===== src/hw/rtl/lsp_pkg.sv =====
// Shared types, codes and count helpers for the lead-screw position sequencer.
// No dependencies.
`timescale 1ns / 1ps

package lsp_pkg;

	localparam int COUNT_WIDTH = 16;
	localparam int CFG_WIDTH   = 16;
	localparam int CFG_IDX_W   = 2;
	localparam int MODE_WIDTH  = 2;
	localparam int POS_WIDTH   = 2;
	localparam int WIDE_W      = (COUNT_WIDTH > CFG_WIDTH) ? COUNT_WIDTH : CFG_WIDTH;

	localparam logic [COUNT_WIDTH-1:0] COUNT_MAX = '1;

	typedef logic [COUNT_WIDTH-1:0] count_t;

	// Event kinds carried by the mode field.
	localparam logic [MODE_WIDTH-1:0] MODE_STEP_TICK = 2'd0;
	localparam logic [MODE_WIDTH-1:0] MODE_MS_TICK   = 2'd1;
	localparam logic [MODE_WIDTH-1:0] MODE_TEST_KEY  = 2'd2;
	localparam logic [MODE_WIDTH-1:0] MODE_UNLD_KEY  = 2'd3;

	// Reported positions.
	localparam logic [POS_WIDTH-1:0] POS_NONE   = 2'd0;
	localparam logic [POS_WIDTH-1:0] POS_ZERO   = 2'd1;
	localparam logic [POS_WIDTH-1:0] POS_TEST   = 2'd2;
	localparam logic [POS_WIDTH-1:0] POS_UNLOAD = 2'd3;

	// Register indexes.
	localparam logic [CFG_IDX_W-1:0] REG_Z2T   = 2'd0;
	localparam logic [CFG_IDX_W-1:0] REG_Z2U   = 2'd1;
	localparam logic [CFG_IDX_W-1:0] REG_T2U   = 2'd2;
	localparam logic [CFG_IDX_W-1:0] REG_DWELL = 2'd3;

	localparam logic [CFG_WIDTH-1:0] RST_Z2T   = 16'd5039;
	localparam logic [CFG_WIDTH-1:0] RST_Z2U   = 16'd8188;
	localparam logic [CFG_WIDTH-1:0] RST_T2U   = 16'd13228;
	localparam logic [CFG_WIDTH-1:0] RST_DWELL = 16'd1000;

	typedef struct packed {
		logic [CFG_WIDTH-1:0] z2t;
		logic [CFG_WIDTH-1:0] z2u;
		logic [CFG_WIDTH-1:0] t2u;
		logic [CFG_WIDTH-1:0] dwell;
	} cfg_t;

	typedef struct packed {
		logic                 step_pulse;
		logic                 direction;
		logic                 running;
		logic [POS_WIDTH-1:0] position;
		logic                 homed;
	} result_t;

	// Limit a register value to the counter range.
	function automatic count_t clamp_count(input logic [CFG_WIDTH-1:0] v);
		logic [WIDE_W-1:0] w;
		w = WIDE_W'(v);
		if (w > WIDE_W'(COUNT_MAX)) begin
			return COUNT_MAX;
		end
		return w[COUNT_WIDTH-1:0];
	endfunction

	// Saturating increment.
	function automatic count_t bump(input count_t v);
		if (v == COUNT_MAX) begin
			return v;
		end
		return v + 1'b1;
	endfunction

endpackage


===== src/hw/rtl/lsp_cfg_regs.sv =====
// Configuration register file: step counts and dwell time.
// Depends on lsp_pkg.
`timescale 1ns / 1ps

module lsp_cfg_regs (
	input  logic                           clk,
	input  logic                           arst_n,
	input  logic                           wr_en,
	input  logic [lsp_pkg::CFG_IDX_W-1:0]  wr_index,
	input  logic [lsp_pkg::CFG_WIDTH-1:0]  wr_data,
	output lsp_pkg::cfg_t                  cfg
);
	import lsp_pkg::*;

	cfg_t cfg_q;

	always_ff @(posedge clk or negedge arst_n) begin
		if (!arst_n) begin
			cfg_q.z2t   <= RST_Z2T;
			cfg_q.z2u   <= RST_Z2U;
			cfg_q.t2u   <= RST_T2U;
			cfg_q.dwell <= RST_DWELL;
		end else if (wr_en) begin
			case (wr_index)
				REG_Z2T:   cfg_q.z2t   <= wr_data;
				REG_Z2U:   cfg_q.z2u   <= wr_data;
				REG_T2U:   cfg_q.t2u   <= wr_data;
				REG_DWELL: cfg_q.dwell <= wr_data;
				default: ;
			endcase
		end
	end

	assign cfg = cfg_q;

endmodule


===== src/hw/rtl/lsp_core.sv =====
// Positioning state machine: homing, counted moves, dwell and return.
// Depends on lsp_pkg.
`timescale 1ns / 1ps

module lsp_core (
	input  logic                           clk,
	input  logic                           arst_n,
	input  logic                           fire,
	input  logic [lsp_pkg::MODE_WIDTH-1:0] mode,
	input  logic                           lim,
	input  lsp_pkg::cfg_t                  cfg,
	output lsp_pkg::result_t               res
);
	import lsp_pkg::*;

	typedef enum logic [2:0] {
		PH_START, PH_HOMING, PH_AT_ZERO, PH_TO_TEST,
		PH_TO_UNLOAD, PH_AT_TEST, PH_DWELL, PH_RETURN
	} phase_t;

	phase_t               phase_q, phase_d;
	count_t               cnt_q, cnt_d;
	count_t               tgt_q, tgt_d;
	count_t               dwell_q, dwell_d;
	count_t               dwell_lim;
	count_t               dwell_nx;
	logic                 lref_q, lref_d;
	logic                 dir_q, dir_d;
	logic                 found_q, found_d;
	logic [POS_WIDTH-1:0] org_q, org_d;
	logic                 pulse;

	assign dwell_lim = clamp_count(cfg.dwell);

	always_comb begin
		phase_d  = phase_q;
		cnt_d    = cnt_q;
		tgt_d    = tgt_q;
		dwell_d  = dwell_q;
		lref_d   = lref_q;
		dir_d    = dir_q;
		found_d  = found_q;
		org_d    = org_q;
		pulse    = 1'b0;
		dwell_nx = dwell_q;

		case (phase_q)
			PH_START: begin
				lref_d  = lim;
				dir_d   = ~lim;
				cnt_d   = '0;
				phase_d = PH_HOMING;
			end
			PH_HOMING, PH_RETURN: begin
				if (lim != lref_q) begin
					phase_d = PH_AT_ZERO;
					cnt_d   = '0;
					found_d = 1'b1;
				end else if (mode == MODE_STEP_TICK) begin
					pulse = 1'b1;
					cnt_d = bump(cnt_q);
				end
			end
			PH_AT_ZERO: begin
				if (mode == MODE_TEST_KEY) begin
					phase_d = PH_TO_TEST;
					tgt_d   = clamp_count(cfg.z2t);
					cnt_d   = '0;
					dir_d   = 1'b1;
					org_d   = POS_ZERO;
				end else if (mode == MODE_UNLD_KEY) begin
					phase_d = PH_TO_UNLOAD;
					tgt_d   = clamp_count(cfg.z2u);
					cnt_d   = '0;
					dir_d   = 1'b0;
					org_d   = POS_ZERO;
				end
			end
			PH_AT_TEST: begin
				if (mode == MODE_UNLD_KEY) begin
					phase_d = PH_TO_UNLOAD;
					tgt_d   = clamp_count(cfg.t2u);
					cnt_d   = '0;
					dir_d   = 1'b0;
					org_d   = POS_TEST;
				end
			end
			PH_DWELL: begin
				if (mode == MODE_TEST_KEY) begin
					phase_d = PH_TO_TEST;
					tgt_d   = clamp_count(cfg.t2u);
					cnt_d   = '0;
					dir_d   = 1'b1;
					org_d   = POS_UNLOAD;
				end else begin
					if (mode == MODE_MS_TICK) begin
						dwell_nx = bump(dwell_q);
					end
					dwell_d = dwell_nx;
					if (dwell_nx >= dwell_lim) begin
						phase_d = PH_RETURN;
						dir_d   = 1'b1;
						cnt_d   = '0;
					end
				end
			end
			PH_TO_TEST, PH_TO_UNLOAD: begin
				if (mode == MODE_STEP_TICK && cnt_q < tgt_q) begin
					pulse = 1'b1;
					cnt_d = bump(cnt_q);
				end
			end
			default: ;
		endcase

		// Arrival check runs after any step, so a zero target lands on the press.
		if ((phase_d == PH_TO_TEST || phase_d == PH_TO_UNLOAD) && cnt_d >= tgt_d) begin
			cnt_d  = '0;
			lref_d = lim;
			if (phase_d == PH_TO_TEST) begin
				phase_d = PH_AT_TEST;
			end else begin
				dwell_d = '0;
				if (dwell_lim == '0) begin
					phase_d = PH_RETURN;
					dir_d   = 1'b1;
				end else begin
					phase_d = PH_DWELL;
				end
			end
		end
	end

	always_ff @(posedge clk or negedge arst_n) begin
		if (!arst_n) begin
			phase_q <= PH_START;
			cnt_q   <= '0;
			tgt_q   <= '0;
			dwell_q <= '0;
			lref_q  <= 1'b0;
			dir_q   <= 1'b1;
			found_q <= 1'b0;
			org_q   <= POS_NONE;
		end else if (fire) begin
			phase_q <= phase_d;
			cnt_q   <= cnt_d;
			tgt_q   <= tgt_d;
			dwell_q <= dwell_d;
			lref_q  <= lref_d;
			dir_q   <= dir_d;
			found_q <= found_d;
			org_q   <= org_d;
		end
	end

	always_comb begin
		res.step_pulse = pulse;
		res.direction  = dir_d;
		res.homed      = found_d;
		res.running    = (phase_d == PH_HOMING || phase_d == PH_TO_TEST ||
		                  phase_d == PH_TO_UNLOAD || phase_d == PH_RETURN);
		case (phase_d)
			PH_AT_ZERO:              res.position = POS_ZERO;
			PH_AT_TEST:              res.position = POS_TEST;
			PH_DWELL, PH_RETURN:     res.position = POS_UNLOAD;
			PH_TO_TEST, PH_TO_UNLOAD: res.position = org_d;
			default:                 res.position = POS_NONE;
		endcase
	end

endmodule


===== src/hw/rtl/leadscrew_position_sequencer.sv =====
// Top level of the lead-screw position sequencer: input register, core, result register.
// Depends on lsp_pkg, lsp_cfg_regs and lsp_core.
//
//   channel  handshake            payload
//   in       in_valid/in_ready    mode, limit_level
//   out      out_valid/out_ready  step_pulse, direction, running, position, homed
//   cfg      cfg_valid/cfg_ready  cfg_index, cfg_data
//
// One event word is taken per cycle while the result side does not stall; its result word
// passes the input register, then the result register, before it is offered.
// The core's next-state logic sits between those two registers and updates once per word.
// Reset clears the state machine to its pre-homing state and loads register defaults.
// A stalled result holds the result register; the input register still takes a word
// while the result is being taken in the same cycle. cfg_ready is always high.
`timescale 1ns / 1ps

module leadscrew_position_sequencer (
	input  logic                           clk,
	input  logic                           arst_n,
	input  logic                           in_valid,
	output logic                           in_ready,
	input  logic [lsp_pkg::MODE_WIDTH-1:0] mode,
	input  logic                           limit_level,
	output logic                           out_valid,
	input  logic                           out_ready,
	output logic                           step_pulse,
	output logic                           direction,
	output logic                           running,
	output logic [lsp_pkg::POS_WIDTH-1:0]  position,
	output logic                           homed,
	input  logic                           cfg_valid,
	output logic                           cfg_ready,
	input  logic [lsp_pkg::CFG_IDX_W-1:0]  cfg_index,
	input  logic [lsp_pkg::CFG_WIDTH-1:0]  cfg_data
);
	import lsp_pkg::*;

	cfg_t                  cfg;
	result_t               res;
	result_t               res_s2;
	logic                  valid_s1;
	logic [MODE_WIDTH-1:0] mode_s1;
	logic                  lim_s1;
	logic                  valid_s2;
	logic                  advance;

	// Advance the held word into the result register when that register is free
	// or being emptied this cycle.
	assign advance   = valid_s1 && (!valid_s2 || out_ready);
	assign in_ready  = !valid_s1 || advance;
	assign cfg_ready = 1'b1;

	lsp_cfg_regs u_cfg (
		.clk      (clk),
		.arst_n   (arst_n),
		.wr_en    (cfg_valid && cfg_ready),
		.wr_index (cfg_index),
		.wr_data  (cfg_data),
		.cfg      (cfg)
	);

	lsp_core u_core (
		.clk    (clk),
		.arst_n (arst_n),
		.fire   (advance),
		.mode   (mode_s1),
		.lim    (lim_s1),
		.cfg    (cfg),
		.res    (res)
	);

	// Input register: capture an accepted word, drop the valid once it advances.
	always_ff @(posedge clk or negedge arst_n) begin
		if (!arst_n) begin
			valid_s1 <= 1'b0;
		end else if (in_valid && in_ready) begin
			valid_s1 <= 1'b1;
		end else if (advance) begin
			valid_s1 <= 1'b0;
		end
	end

	always_ff @(posedge clk) begin
		if (in_valid && in_ready) begin
			mode_s1 <= mode;
			lim_s1  <= limit_level;
		end
	end

	// Result register: load on advance, hold while the consumer stalls.
	always_ff @(posedge clk or negedge arst_n) begin
		if (!arst_n) begin
			valid_s2 <= 1'b0;
		end else if (advance) begin
			valid_s2 <= 1'b1;
		end else if (out_ready) begin
			valid_s2 <= 1'b0;
		end
	end

	always_ff @(posedge clk) begin
		if (advance) begin
			res_s2 <= res;
		end
	end

	assign out_valid  = valid_s2;
	assign step_pulse = res_s2.step_pulse;
	assign direction  = res_s2.direction;
	assign running    = res_s2.running;
	assign position   = res_s2.position;
	assign homed      = res_s2.homed;

endmodule


===== config.mk =====
export PLATFORM = sky130hd
export DESIGN_NAME = leadscrew_position_sequencer
export DESIGN_NICKNAME = d
export VERILOG_FILES = /design/src/hw/rtl/lsp_pkg.sv /design/src/hw/rtl/lsp_cfg_regs.sv /design/src/hw/rtl/lsp_core.sv /design/src/hw/rtl/leadscrew_position_sequencer.sv
export SDC_FILE = /design/constraint.sdc
export NUM_CORES = 1
export LEC_CHECK = 0
export BUFFER_PORTS_ARGS = -buffer_cell sky130_fd_sc_hd__buf_4
export CORE_MARGIN = 2
export CORE_UTILIZATION = 60
export CTS_CLUSTER_SIZE = 28
export DETAILED_ROUTE_END_ITERATION = 12
export HOLD_SLACK_MARGIN = 0.15
export PLACE_DENSITY = 0.78
export REMOVE_ABC_BUFFERS = 1
export SLEW_MARGIN = 20
export SYNTH_ARGS = -nofsm -noshare
export SYNTH_HDL_FRONTEND = slang
export SYNTH_SLANG_ARGS = --single-unit

===== constraint.sdc =====
create_clock -name clk -period 6.4 [get_ports clk]
set_input_delay 1.28 -clock clk [delete_from_list [all_inputs] [get_ports clk]]
set_output_delay 1.28 -clock clk [all_outputs]
set_load 0.005 [all_outputs]

-- After elaboration in Yosys (flattened, before gate mapping)
Cells that the tools add are included.
- register bits after elaboration: 131
- reduce and logical (&&, ||, !) cells: 28
- multiplexer cells: 93
- $lt $le $gt $ge: 7
- equality and inequality tests: 25
- bitwise gates (word level): 1
- add/sub/neg operators: 2
- operators with widths (operator ; number):
    $mux 16 ; 33
    $pmux 16 s6 ; 1
    $gt 16x16->1 const B ; 4
    $pmux 16 s3 ; 1
    $mux 1 ; 42
    $add 16x1->16 const B ; 2
    $eq 16x16->1 const B ; 2
    $ge 16x16->1 ; 2
    $eq 3x3->1 const B ; 9
    $mux 3 ; 7
    $logic_not 16->1 ; 1
    $lt 16x16->1 ; 1
    $eq 3x2->1 const B ; 5
    $pmux 3 s5 ; 1
    $reduce_and 2->1 ; 5
    $eq 2x2->1 const B ; 4
    $mux 2 ; 4
    $pmux 2 s4 ; 1
    $reduce_or 2->1 ; 4
    $eq 3x1->1 const B ; 2
    $logic_or 1x1->1 ; 6
    $pmux 2 s3 ; 1
    $reduce_bool 2->1 ; 3
    $eq 2x1->1 const B ; 2
    8 further kinds ; 13

-- Longest topological paths before layout
- depth after elaboration: 21
- gate-level depth with buffers: 27
- mapped depth without buffers: 23

-- Modules after synthesis
From an unflattened synthesis, not the netlist that was laid out.
- cells, all modules: 832
- area total of the unflattened synthesis: 8281.7 um2
- modules (own cells, without submodules) (module ; area an instance (um2) ; cells an instance ; times used):
    lsp_core ; 5442.7 ; 677 ; 1
    lsp_cfg_regs ; 2453.6 ; 136 ; 1
    leadscrew_position_sequencer ; 385.4 ; 19 ; 1

-- Worst setup path after synthesis
Ideal clock, no wire load.
- path type: register to register
- from: register u_core.dwell_q[0]
- to: register u_core.lref_q
- cell stages (with the launch flop): 25
- setup slack: 0.636 ns
- required time: 6.275 ns
- buffers on the path: 1
- period minus slack after synthesis: 5.764 ns
- data arrival time: 5.639 ns
- library setup time: 0.125 ns
- cells stage by stage: dfrtp_1 -> ha_1 -> and3_1 -> and3_1 -> a311oi_2 -> nand2_1 -> nor2_1 -> xor2_1 -> ha_1 -> o211a_1 -> a211oi_1 -> or4_1 -> o21ai_2 -> o21ai_1 -> or3_1 -> a21oi_1 -> ha_1 -> nand2b_1 -> a2111oi_0 -> o41ai_1 -> a2111o_1 -> o221ai_2 -> buf_6 -> a31oi_1 -> mux2_4
- longest elaborated chain between the ends: 18
- ends and longest elaborated chain (item ; line ; text):
    from (decl) ; lsp_core.sv:24 ; count_t dwell_q, dwell_d;
    from (signal assigned) ; lsp_core.sv:148 ; dwell_q <= dwell_d;
    $eq 16x16->1 ; lsp_pkg.sv:68 ; if (v == COUNT_MAX) begin
    $mux 1 ; lsp_pkg.sv:68 ;
    $mux 1 ; lsp_core.sv:96 ; if (mode == MODE_MS_TICK) begin
    $mux 1 ; lsp_core.sv:89 ; if (mode == MODE_TEST_KEY) begin
    $mux 1 ; lsp_core.sv:47 ; case (phase_q)
    $mux 16 ; lsp_pkg.sv:71 ; return v + 1'b1;
    $mux 16 * ; lsp_core.sv:96 ;
    $mux 16 * ; lsp_core.sv:89 ;
    $mux 16 * ; lsp_core.sv:47 ;
    $ge 16x16->1 * ; lsp_core.sv:100 ; if (dwell_nx >= dwell_lim) begin
    branches (longest 5 deep; another with $ge 16x16->1) ; - ;
    $logic_and 1x1->1 * ; lsp_core.sv:117 ; if ((phase_d == PH_TO_TEST || phase_d == PH_TO_UNLOAD) && cnt_d >= tgt_d) begin
    $reduce_bool 2->1 (no line) ; - ;
    $reduce_and 2->1 (no line) ; - ;
    to (signal assigned) ; lsp_core.sv:149 ; lref_q <= lref_d;
    to (decl) ; lsp_core.sv:27 ; logic lref_q, lref_d;
Mark *: on every way between the ends. The select of a mux whose other input is x is not followed.
A chain may end at the register's enable or synchronous reset.

-- Final worst setup path
- from: register u_core.dwell_q[0]
- to: register u_core.dwell_q[9]
- longest elaborated chain between the ends: 17
- ends and longest elaborated chain (item ; line):
    $eq 16x16->1 ; lsp_pkg.sv:68
    $mux 1 ; lsp_pkg.sv:68
    $mux 1 ; lsp_core.sv:96
    $mux 1 ; lsp_core.sv:89
    $mux 1 ; lsp_core.sv:47
    $mux 16 ; lsp_pkg.sv:71
    $mux 16 * ; lsp_core.sv:96
    $mux 16 * ; lsp_core.sv:89
    $mux 16 * ; lsp_core.sv:47
    branches (longest 7 deep; another with $ge 16x16->1) ; -
    $mux 16 * ; lsp_core.sv:117
Marked as above.

==> out/qor.csv <==
stage,metric,value,unit
status,outcome,finished clean,
grt,grt-ovfl-total,0,
worst_setup_path,critical_path_class,flop to flop,
worst_setup_path,cp.depth,24,
worst_setup_path,slowest_delay,0.55,ns
sta,fmax,162,MHz
logic_synthesis,yosysTopAreaCell,dfrtp_1,
worst_setup_path,crit_path_max_fanout,10,
routing,drt-initial-drc-count,989,
clock_tree,path_clk_slew,0.06,ns
logic_synthesis,synth_area_per_cell,9.75,um^2
power_and_ir_drop,ir_drop,274,uV
routing,drt_wl_total,22000,um
logic_synthesis,synth_edf_count,9,
placement,gp_congestion,0.953,
logic_synthesis,synth_area_leaders,"dfrtp_1 26%, dfstp_2 11%, mux2_2 8.9%",
worst_hold_path,min_path_type,flop to flop,
worst_setup_path,startpoint,u_core.dwell_q[0],
worst_setup_path,crit_chain,ha_1 -> and3_2 -> and3_1 -> a311oi_2 -> buf_4 -> nand3_1 -> xnor2_2 -> ha_1 -> o211a_1 -> a211oi_1 -> or4_4 -> o21ai_4 -> buf_4 -> o21ai_1 -> a22oi_1 -> o21ai_0 -> ha_1 -> nand4_1 -> or2_2 -> nor2_1 -> a2111o_1 -> o221ai_2 -> o21a_2 -> a221o_1,
clock_tree,cts.sinks,131,
worst_setup_path,slowest_stage,or4_4,
logic_synthesis,synth_cell_types,89,
worst_setup_path,r2r_end,u_core.dwell_q[9],
worst_setup_path,crit_family,compound AO/OA/AOI/OAI gates,
die,initial_utilization,61.9,%
clock_tree,clock_path_buffers,2,
routing,detail_route.wl_per_cell,20.7,um
final_layout,diodes,0,
routing,vias,7012,
worst_hold_path,hold_path_end,u_core.found_q,
grt,grt_pass1_wl,35700,um
sta,slew_violations,0,
grt,grt_pass1_vias,6944,
routing,drcViolationCount,0,
flow_run,drv_cap,0,
worst_setup_path,cp.required,6.71,ns
worst_setup_path,end_kind,flop,
power_and_ir_drop,leakage,4.03,nW
die,fp-row-count,42,
worst_setup_path,reg2reg_depth,24,
logic_synthesis,synthFlopType,dfrtp_1,
final_layout,stdcell_count,1063,
logic_synthesis,ys_seq_area_share,40.7,%
logic_synthesis,synthesis.instances,848,
worst_setup_path,cp-start-kind,flop,
die,dieWidth,121,um
routing,detail-route-antenna-nets,0,
worst_hold_path,hp-start,u_core.found_q,
final_layout,drive_above_1_share,25.8,%
worst_setup_path,worstPathArrival,6.48,ns
final_layout,area_delta_synth_final,13.5,%
logic_synthesis,synth_common_cells,"87 x dfrtp_1, 65 x mux2_2, 63 x nand2_1",
die,coreArea,13300,um^2
logic_synthesis,ys_seq_elements,131,
clock_tree,cts-root-buf,clkbuf_16,
sta,rsz0062_at_grt,true,
logic_synthesis,async_reset_ff_share,93.1,%
sta,hold_viol_final,0,
worst_setup_path,r2r_slack,0.23,ns
clock_tree,htree_levels,4,
die,die_h,121,um
worst_setup_path,r2r-start,u_core.dwell_q[0],
sta,fin_hold_ws,0.451,ns
sta,fin_crit,6.17,ns
logic_synthesis,synth_area,8270,um^2
routing,viasPerCell,6.60,
placement,dpl.hpwl,15500,um
worst_setup_path,crit_buf_inv,2,
clock_tree,cts_hold_buffers,0,
sta,fin_crit_sh,96.4,%
clock_tree,cts_tree,yes,
placement,dp.cells,1029,
clock_tree,numCtsBuffers,17,
grt,antenna_found_initial,0,
sta,tightest_slew,0.961,ns
worst_setup_path,cp_common_cell,ha_1,
die,design.portCount,35,
power_and_ir_drop,p_total,3.73,mW
final_layout,fillCellCount,1012,
grt,grt_max_degree,63,
logic_synthesis,yosysMostFrequentCell,dfrtp_1,
final_layout,seq_area,3370,um^2
power_and_ir_drop,power_density,398,nW/um^2
sta,skew,0.0124,ns
logic_synthesis,yosys_warnings,0,
routing,firstDrtPassIters,6,
sta,finalSetupViolations,0,
clock_tree,clk_latency,0.43,ns
final_layout,multi_input_area,4610,um^2
sta,max_slew_margin,35.7,%
grt,grt_usage,31.6,%
final_layout,finalNetCount,949,
die,die_area,14700,um^2
placement,io_buffers,33,
worst_hold_path,hold_depth,1,
logic_synthesis,synth_top_area_share,26.3,%
-- cell type report --
class / count / area share (%)
clock buffer: 18 / 4.57
inverter: 54 / 2.16
clock inverter: 14 / 1.47
multi-input combinational: 616 / 49.1
timing repair buffer: 54 / 4.44
tap: 176 / 2.35
sequential: 131 / 35.9
-- registers in the layout, summed over array words and instances (netlist names) --
signal	count
out_valid	1
u_core.dir_q	1
u_core.org_q	2
position	2
u_cfg.cfg	64
lim_s1	1
u_core.dwell_q	16
mode_s1	2
direction	1
step_pulse	1
running	1
u_core.cnt_q	16
homed	1
valid_s1	1
u_core.found_q	1
u_core.lref_q	1
u_core.phase_q	3
u_core.tgt_q	16
-- how the worst max path moves through the flow --
stage / to
after floorplan: u_core.lref_q
after global placement: u_core.dwell_q[9]
after detailed placement: u_core.cnt_q[3]
after CTS: u_core.cnt_q[11]
after global routing: u_core.cnt_q[15]
final: u_core.dwell_q[9]
-- worst register-to-register path: cells and delay by family (launching register included) --
family | cells | cell delay (ns)
AOI/OAI and AO/OA | 11 | 2.43
and+or+nand+nor | 7 | 1.77
adders and majority gates | 3 | 0.84
DFF | 1 | 0.43
buffers and inverters | 2 | 0.36
xor gates and xnor gates | 1 | 0.20
-- what timing repair did --
item	in CTS	in global routing
endpoints found under the setup margin	0	40
buffers inserted	0	2
resized for setup	0	34
-- power by group --
group	internal [mW]	switching (mW)
Sequential	1.07	0.204
Clock	0.545	0.410
Combinational	0.636	0.868
Total	2.25	1.48
-- through the flow --
stage | TNS (ns) | util, % | cell area [um^2] | worst slack (ns)
4_1_cts | 0 | 69.2 | 9230 | 0.204
6_report | 0 | 70.3 | 9390 | 0.233
5_1_grt | -0.347 | 70.3 | 9390 | -0.0399
2_1_floorplan | 0 | - | 8050 | 0.497
3_3_place_gp | 0 | 64.9 | 8670 | 0.268
3_5_place_dp | 0 | 64.9 | 8670 | 0.243
-- cell usage in the layout (no fill, tap or decap), types with 9 or more instances in the layout --
cell type and n:
a222oi_1 15, a31oi_1 10, a21oi_1 40, edfxtp_1 9, nor2_1 40, dfrtp_1 86, nor3_1 14, o21ai_1 9
nand2b_1 13, buf_4 52, inv_1 53, xnor2_1 9, nand3_1 19, clkbuf_16 17, o21ai_0 47, nand4_1 22
mux2_2 65, a211oi_1 9, ha_1 49, a21boi_0 18, dfstp_2 35, nand2_1 61
-- cell families after synthesis --
group	after synthesis	share of synthesized area, %
xor+xnor	15	1.68
fa+ha+maj	49	7.42
buf+inv	101	5.07
simple gates	235	14.7
mux	69	9.40
compound gates	247	21.0
other cells	1	0.0454
flops	131	40.7
-- layer usage --
metal  global-route usage [%]  wire [um]  share of wire (%)
met5                        0          0                  0
met4                     13.7        719                3.3
met2                     51.4      10600                 48
met3                     8.22       1540                7.0
met1                     39.7       9160                 42
No activity file was read; power rests on OpenSTA's default activity.
